===== src/rtl/fwtp_pkg.sv =====
`timescale 1ns / 1ps
`default_nettype none

package fwtp_pkg;

    localparam int QUEUE_DEPTH = 16;

    localparam logic [1:0] OP_ENQUEUE = 2'd0;
    localparam logic [1:0] OP_DEQUEUE = 2'd1;
    localparam logic [1:0] OP_PURGE   = 2'd2;
    localparam logic [1:0] OP_QUERY   = 2'd3;

    localparam logic [1:0] KIND_READ  = 2'd0;
    localparam logic [1:0] KIND_WRITE = 2'd1;
    localparam logic [1:0] KIND_RANGE = 2'd2;
    localparam logic [1:0] KIND_OTHER = 2'd3;

    typedef struct packed {
        logic [1:0]  opcode;
        logic [15:0] msg_handle;
        logic [1:0]  msg_kind;
        logic [15:0] agent_id;
        logic [31:0] stamp;
    } t_in;

    typedef struct packed {
        logic        ok;
        logic [15:0] out_handle;
        logic [1:0]  out_kind;
        logic [15:0] out_agent;
        logic [31:0] out_stamp;
        logic        is_empty;
        logic [4:0]  occupancy;
        logic [4:0]  removed_count;
    } t_out;

    typedef struct packed {
        logic [15:0] handle;
        logic [1:0]  kind;
        logic [15:0] agent;
        logic [31:0] stamp;
    } t_entry;

    typedef struct packed {
        logic enq;
        logic deq;
        logic mark;
        logic compact;
    } t_cell_ctl;

endpackage

`default_nettype wire


===== src/rtl/fifo_with_tagged_purge.sv =====
// Ordered message queue with a selective purge by agent and time.
// Input channel i_in_valid / o_in_ready carries one request in i_in_data:
// enqueue, dequeue, purge or status query. Every request yields exactly one
// result on o_out_valid / i_out_ready in o_out_data.
// Entries live in a row of cells, one entry per cell, head in cell zero.
// Enqueue, dequeue and query results appear in the output register on the
// cycle after the request is taken, so while the receiver takes each result
// a steady stream of these runs at one request per cycle.
// A purge marks all matching cells in the cycle it is taken, then removes
// one marked cell per cycle by shifting the cells behind it one place
// toward the head, until no marked cell is left.
// While the output register holds a result that is not taken, no new
// request is taken, so a stalled receiver stalls the sender.
// Reset is synchronous and active low; it empties the queue and drops any
// pending result.
`timescale 1ns / 1ps
`default_nettype none

module fifo_with_tagged_purge #(
    parameter int QUEUE_DEPTH = fwtp_pkg::QUEUE_DEPTH
) (
    input  wire logic          i_clk,
    input  wire logic          i_rst_n,
    input  wire logic          i_in_valid,
    output logic               o_in_ready,
    input  wire fwtp_pkg::t_in i_in_data,
    output logic               o_out_valid,
    input  wire logic          i_out_ready,
    output fwtp_pkg::t_out     o_out_data
);

    localparam int FILL_W = $clog2(QUEUE_DEPTH + 1);

    typedef enum logic [1:0] {
        S_IDLE  = 2'b01,
        S_PURGE = 2'b10
    } t_state;

    t_state              r_state, n_state;
    logic [FILL_W-1:0]   r_fill, n_fill;
    logic [FILL_W-1:0]   r_removed, n_removed;
    logic                r_out_valid, n_out_valid;
    fwtp_pkg::t_out      r_out, n_out;
    fwtp_pkg::t_cell_ctl w_ctl;
    fwtp_pkg::t_entry    w_new;
    logic                w_accept;
    logic                w_full;
    logic                w_any_dead;
    logic [FILL_W+4:0]   w_fill_ext;
    logic [FILL_W+4:0]   w_removed_ext;

    fwtp_pkg::t_entry    w_entry [QUEUE_DEPTH];
    logic                w_valid [QUEUE_DEPTH];
    logic                w_dead  [QUEUE_DEPTH];
    logic                w_seen  [QUEUE_DEPTH];

    assign w_new.handle = i_in_data.msg_handle;
    assign w_new.kind   = i_in_data.msg_kind;
    assign w_new.agent  = i_in_data.agent_id;
    assign w_new.stamp  = i_in_data.stamp;

    genvar g;
    generate
        for (g = 0; g < QUEUE_DEPTH; g++) begin : g_cell
            logic             w_prev_valid;
            logic             w_seen_in;
            fwtp_pkg::t_entry w_next_entry;
            logic             w_next_valid;
            logic             w_next_dead;

            if (g == 0) begin : g_head
                assign w_prev_valid = 1'b1;
                assign w_seen_in    = 1'b0;
            end else begin : g_body
                assign w_prev_valid = w_valid[g-1];
                assign w_seen_in    = w_seen[g-1];
            end

            if (g == QUEUE_DEPTH - 1) begin : g_tail
                assign w_next_entry = '0;
                assign w_next_valid = 1'b0;
                assign w_next_dead  = 1'b0;
            end else begin : g_link
                assign w_next_entry = w_entry[g+1];
                assign w_next_valid = w_valid[g+1];
                assign w_next_dead  = w_dead[g+1];
            end

            fwtp_cell u_cell (
                .i_clk        (i_clk),
                .i_rst_n      (i_rst_n),
                .i_ctl        (w_ctl),
                .i_new        (w_new),
                .i_prev_valid (w_prev_valid),
                .i_next_entry (w_next_entry),
                .i_next_valid (w_next_valid),
                .i_next_dead  (w_next_dead),
                .i_dead_seen  (w_seen_in),
                .o_entry      (w_entry[g]),
                .o_valid      (w_valid[g]),
                .o_dead       (w_dead[g]),
                .o_dead_seen  (w_seen[g])
            );
        end
    endgenerate

    assign w_any_dead = w_seen[QUEUE_DEPTH-1];
    assign w_full     = (r_fill == FILL_W'(QUEUE_DEPTH));
    assign o_in_ready = (r_state == S_IDLE) && (!r_out_valid || i_out_ready);
    assign w_accept   = i_in_valid && o_in_ready;

    always_comb begin
        n_state     = r_state;
        n_fill      = r_fill;
        n_removed   = r_removed;
        n_out_valid = r_out_valid & ~i_out_ready;
        n_out       = r_out;
        w_ctl       = '0;

        case (r_state)
            S_IDLE: begin
                if (w_accept) begin
                    n_out       = '0;
                    n_out.ok    = 1'b1;
                    n_out_valid = 1'b1;
                    case (i_in_data.opcode)
                        fwtp_pkg::OP_ENQUEUE: begin
                            if (!w_full) begin
                                w_ctl.enq = 1'b1;
                                n_fill    = r_fill + 1'b1;
                            end else begin
                                n_out.ok = 1'b0;
                            end
                        end
                        fwtp_pkg::OP_DEQUEUE: begin
                            if (r_fill != '0) begin
                                w_ctl.deq       = 1'b1;
                                n_fill          = r_fill - 1'b1;
                                n_out.out_handle = w_entry[0].handle;
                                n_out.out_kind   = w_entry[0].kind;
                                n_out.out_agent  = w_entry[0].agent;
                                n_out.out_stamp  = w_entry[0].stamp;
                            end else begin
                                n_out.ok = 1'b0;
                            end
                        end
                        fwtp_pkg::OP_PURGE: begin
                            w_ctl.mark  = 1'b1;
                            n_removed   = '0;
                            n_state     = S_PURGE;
                            n_out_valid = 1'b0;
                        end
                        default: begin
                        end
                    endcase
                end
            end
            S_PURGE: begin
                if (w_any_dead) begin
                    w_ctl.compact = 1'b1;
                    n_fill        = r_fill - 1'b1;
                    n_removed     = r_removed + 1'b1;
                end else begin
                    n_out       = '0;
                    n_out.ok    = 1'b1;
                    n_out_valid = 1'b1;
                    n_state     = S_IDLE;
                end
            end
            default: begin
                n_state = S_IDLE;
            end
        endcase

        w_fill_ext    = {5'b0, n_fill};
        w_removed_ext = {5'b0, r_removed};
        if (n_out_valid && !r_out_valid || w_accept || (r_state == S_PURGE && !w_any_dead)) begin
            n_out.is_empty  = (n_fill == '0);
            n_out.occupancy = w_fill_ext[4:0];
            n_out.removed_count = (r_state == S_PURGE) ? w_removed_ext[4:0] : 5'd0;
        end
    end

    always_ff @(posedge i_clk) begin
        if (!i_rst_n) begin
            r_state     <= S_IDLE;
            r_fill      <= '0;
            r_removed   <= '0;
            r_out_valid <= 1'b0;
        end else begin
            r_state     <= n_state;
            r_fill      <= n_fill;
            r_removed   <= n_removed;
            r_out_valid <= n_out_valid;
        end
    end

    always_ff @(posedge i_clk) begin
        r_out <= n_out;
    end

    assign o_out_valid = r_out_valid;
    assign o_out_data  = r_out;

endmodule

`default_nettype wire


===== src/rtl/fwtp_cell.sv =====
`timescale 1ns / 1ps
`default_nettype none

module fwtp_cell (
    input  wire logic               i_clk,
    input  wire logic               i_rst_n,
    input  wire fwtp_pkg::t_cell_ctl i_ctl,
    input  wire fwtp_pkg::t_entry   i_new,
    input  wire logic               i_prev_valid,
    input  wire fwtp_pkg::t_entry   i_next_entry,
    input  wire logic               i_next_valid,
    input  wire logic               i_next_dead,
    input  wire logic               i_dead_seen,
    output fwtp_pkg::t_entry        o_entry,
    output logic                    o_valid,
    output logic                    o_dead,
    output logic                    o_dead_seen
);

    fwtp_pkg::t_entry r_entry, n_entry;
    logic             r_valid, n_valid;
    logic             r_dead, n_dead;
    logic             w_hit;
    logic             w_shift;

    always_comb begin
        w_hit = 1'b0;
        if (r_entry.agent == i_new.agent) begin
            case (r_entry.kind)
                fwtp_pkg::KIND_READ:  w_hit = (r_entry.stamp >= i_new.stamp);
                fwtp_pkg::KIND_RANGE: w_hit = (r_entry.stamp >= i_new.stamp);
                fwtp_pkg::KIND_WRITE: w_hit = (r_entry.stamp > i_new.stamp);
                default:              w_hit = 1'b0;
            endcase
        end
    end

    assign o_dead_seen = i_dead_seen | r_dead;
    assign w_shift     = i_ctl.deq | (i_ctl.compact & o_dead_seen);

    always_comb begin
        n_entry = r_entry;
        n_valid = r_valid;
        n_dead  = r_dead;
        if (w_shift) begin
            n_entry = i_next_entry;
            n_valid = i_next_valid;
            n_dead  = i_next_dead;
        end else if (i_ctl.enq && !r_valid && i_prev_valid) begin
            n_entry = i_new;
            n_valid = 1'b1;
        end else if (i_ctl.mark) begin
            n_dead = r_valid & w_hit;
        end
    end

    always_ff @(posedge i_clk) begin
        if (!i_rst_n) begin
            r_valid <= 1'b0;
            r_dead  <= 1'b0;
        end else begin
            r_valid <= n_valid;
            r_dead  <= n_dead;
        end
    end

    always_ff @(posedge i_clk) begin
        r_entry <= n_entry;
    end

    assign o_entry = r_entry;
    assign o_valid = r_valid;
    assign o_dead  = r_dead;

endmodule

`default_nettype wire


===== config.mk =====
export PLATFORM = sky130hd
export DESIGN_NAME = fifo_with_tagged_purge
export DESIGN_NICKNAME = d
export VERILOG_FILES = /design/src/rtl/fwtp_pkg.sv /design/src/rtl/fifo_with_tagged_purge.sv /design/src/rtl/fwtp_cell.sv
export SDC_FILE = /design/constraint.sdc
export NUM_CORES = 2
export LEC_CHECK = 0
export BUFFER_PORTS_ARGS = -buffer_cell sky130_fd_sc_hd__clkbuf_2
export CAP_MARGIN = 40
export CORE_MARGIN = 2
export CORE_UTILIZATION = 31
export CTS_CLUSTER_DIAMETER = 80
export DETAILED_ROUTE_END_ITERATION = 12
export PLACE_DENSITY = 0.54
export SLEW_MARGIN = 20
export SYNTH_ARGS = -nofsm -noshare
export SYNTH_HDL_FRONTEND = slang
export SYNTH_SLANG_ARGS = --single-unit
export TNS_END_PERCENT = 5

===== constraint.sdc =====
create_clock -name i_clk -period 19.7 [get_ports i_clk]
set_clock_uncertainty 0.05 [all_clocks]
set_input_delay 1.97 -clock i_clk [delete_from_list [all_inputs] [get_ports i_clk]]
set_output_delay 1.97 -clock i_clk [all_outputs]
set_load 0.005 [all_outputs]

==> reports/qor.yml <==
place_area_um2: 67300
path_buf_inv: 2
hold_viol: 0
outcome: "finished, final reports clean"
synth_cell_types: 68
postRouteWirelength_um: 164000
setup_violations: 0
fin_crit_ns: 4.48
port_buffers: 151
fin_ws_ns: 15.23
fp.dieH_um: 455
ys_seq_area_share_pct: 54.5
final_common_cell: "nand2_1"
p_leak_nw: 26.3
maxCapViolCount: 0
numCtsBuffers: 134
async_reset_ff_share_pct: 0
ir_worst_vdd_uv: 106
avgSynthCellArea_um2: 11.3
nets: 6259
synth_edf_count: 1068
drv_slew: 0
syn_nets: 6183
finalInstanceArea_um2: 71700
max_slew_margin_pct: 42.8
cts_max_path_buffers: 3
hp-class: "flip-flop to flip-flop"
layout_worst_path_cycle_share_pct: 22.7
cts_setup_buffers: 0
die_w_um: 455
yosys_warnings: 0
track_usage_pct: 15.7
grt_pass1_vias: 42400
worstSkewPairLatency_ns: 0.77
row_count: 165
tightest_slew_ns: 0.837
cts_root_buf: "clkbuf_16"
syn_to_final_growth_pct: 13.9
critical_path_class: "input pin to output port"
p_total_w: 0.00601
via_count: 42200
regToRegStartpoint: "g_cell[9].u_cell.o_dead$_SDFFE_PN0P_"
crit_arrival_ns: 2.45
crit_start: "i_out_ready"
slowest_delay_ns: 0.19
dp.final_hpwl_um: 121000
drtIter0Drc: 2859
syn-cell-area_um2: 63000
fill_cells: 19800
cp.required_ns: 17.68
numClockSinks: 1179
path_clk_slew_ns: 0.05
cts_resized: 0
tritoncts: "yes"
crit_family: "simple AND/OR/NAND/NOR gates"
h-tree-depth: 4
ys_seq_elements: 1179
synth_ff_type: "edfxtp_1"
avgViaCountPerCell: 4.99
syn_inst: 5594
path_cells: "clkbuf_2 > nor2b_1 > nor2_1 > clkbuf_2"
seqCellArea_um2: 34300
max_freq_ghz: 0.223
drt_pass1_iterations: 7
place_congestion: 0.868
die_area_um2: 207000
holdBufCountCts: 0
final_antenna_net_count: 0
cpMostUsedCell: "clkbuf_2"
coreArea_um2: 202000
crit_slowest_cell: "nor2b_1"
antenna_found_initial: 7
setup-tns-final_ns: 0
start_util_pct: 31.2
drive_above_1_share_pct: 16.2
p_per_area_nw_per_um2: 83.8
drt_drc_violations_left: 0
cp-start-kind: "input pin"
worst_setup_path_end_kind: "output port"
ios: 152
grt_max_degree: 99
grt_setup_unrepaired: "no"
whs_ns: 0.403
grt_pass1_wl_um: 252000
grt_overflow: 0
place_ws_ns: 14.47
wl_per_cell_um: 19.4
multi_input_area_um2: 27400
crit_fanout: 2
final_cell_mix: "nand2_1 (1143), edfxtp_1 (1068), o21ai_0 (521)"
min_from: "g_cell[15].u_cell.o_entry[63]$_SDFFE_PP0P_"
## worst reg2reg max path: cells and delay by family (launching register included)
family / cells / cell delay, ns
compound gates: 2 / 1.42
flops: 1 / 0.39
simple gates: 3 / 1.98
## cells in the mapped netlist, types with 12 or more instances
master | n | share of area [%]
a21oi_1 | 259 | 2.1
nor2_1 | 118 | 0.70
ha_1 | 517 | 10
buf_1 | 23 | 0.14
a211oi_1 | 35 | 0.42
nor3_1 | 44 | 0.35
o31ai_1 | 15 | 0.18
mux2_2 | 397 | 7.1
xor2_1 | 187 | 2.6
nand3_1 | 66 | 0.52
inv_1 | 73 | 0.44
o21bai_1 | 12 | 0.14
dfxtp_1 | 111 | 3.5
a21o_1 | 90 | 1.1
nand4_1 | 117 | 1.2
nor2b_1 | 29 | 0.29
nand2b_1 | 15 | 0.15
o21ai_0 | 527 | 4.2
and3_1 | 84 | 0.83
clkbuf_1 | 298 | 1.8
o211ai_1 | 21 | 0.25
edfxtp_1 | 1068 | 51
nor4_1 | 60 | 0.60
o21ai_1 | 31 | 0.25
xnor2_1 | 73 | 1.0
buf_2 | 19 | 0.15
nand2_1 | 1150 | 6.9
## through the flow
stage,instances,util (%)
floorplan,5594,-
global placement,8175,33.1
detailed placement,8199,33.3
CTS,8445,35.4
global route,8453,35.5
finish,8453,35.5
## power by group
part           switching (W)  internal (W)
Combinational       0.000399      0.000248
Clock                0.00102       0.00143
Sequential         0.0000543       0.00286
Total                0.00147       0.00454
## path summary, 6_finish.rpt
path                                                                    to  slack [ns]  depth (start not counted)
worst max-delay path                                            o_in_ready       15.23                          4
worst min-delay path            g_cell[15].u_cell.o_entry[63]$_SDFFE_PP0P_        0.40                          2
worst max register to register       g_cell[15].u_cell.o_dead$_SDFFE_PP0P_       15.70                          5
worst min register to register  g_cell[15].u_cell.o_entry[63]$_SDFFE_PP0P_        0.40                          2
## cell type report
| class | count | area share (%) |
|---|---|---|
| sequential | 1179 | 47.8 |
| multi-input combinational | 3993 | 38.2 |
| clock buffer | 191 | 5.36 |
| tap | 2672 | 4.66 |
| timing repair buffer | 289 | 2.98 |
| clock inverter | 55 | 0.633 |
| inverter | 73 | 0.382 |
| antenna | 1 | 0.00349 |
## registers in the layout, summed over array words and instances (netlist names)
register	count
o_out_valid	1
r_removed	5
g_cell.u_cell.o_dead	16
g_cell.u_cell.o_entry	1056
g_cell.u_cell.o_valid	16
r_state	2
r_fill	5
o_out_data	78
## per-layer routing
layer	share of wire, %	vias up	GRT usage (%)	wire (um)
met1	45	20300	20.3	73200
met3	4.3	301	2.36	7020
met5	0.012	-	0	19
li1	-	20700	-	-
met2	47	951	26.2	77400
met4	3.8	4	6.42	6170
## kinds of logic after synthesis
family,Yosys count,synth area share (%)
xor+xnor,260,3.62
flops,1179,54.5
fa+ha+maj,517,10.3
compound gates,1075,9.70
buf+inv,422,2.64
mux,402,7.18
simple gates,1739,12.1
Note: power is estimated with default switching activity, not from simulation.
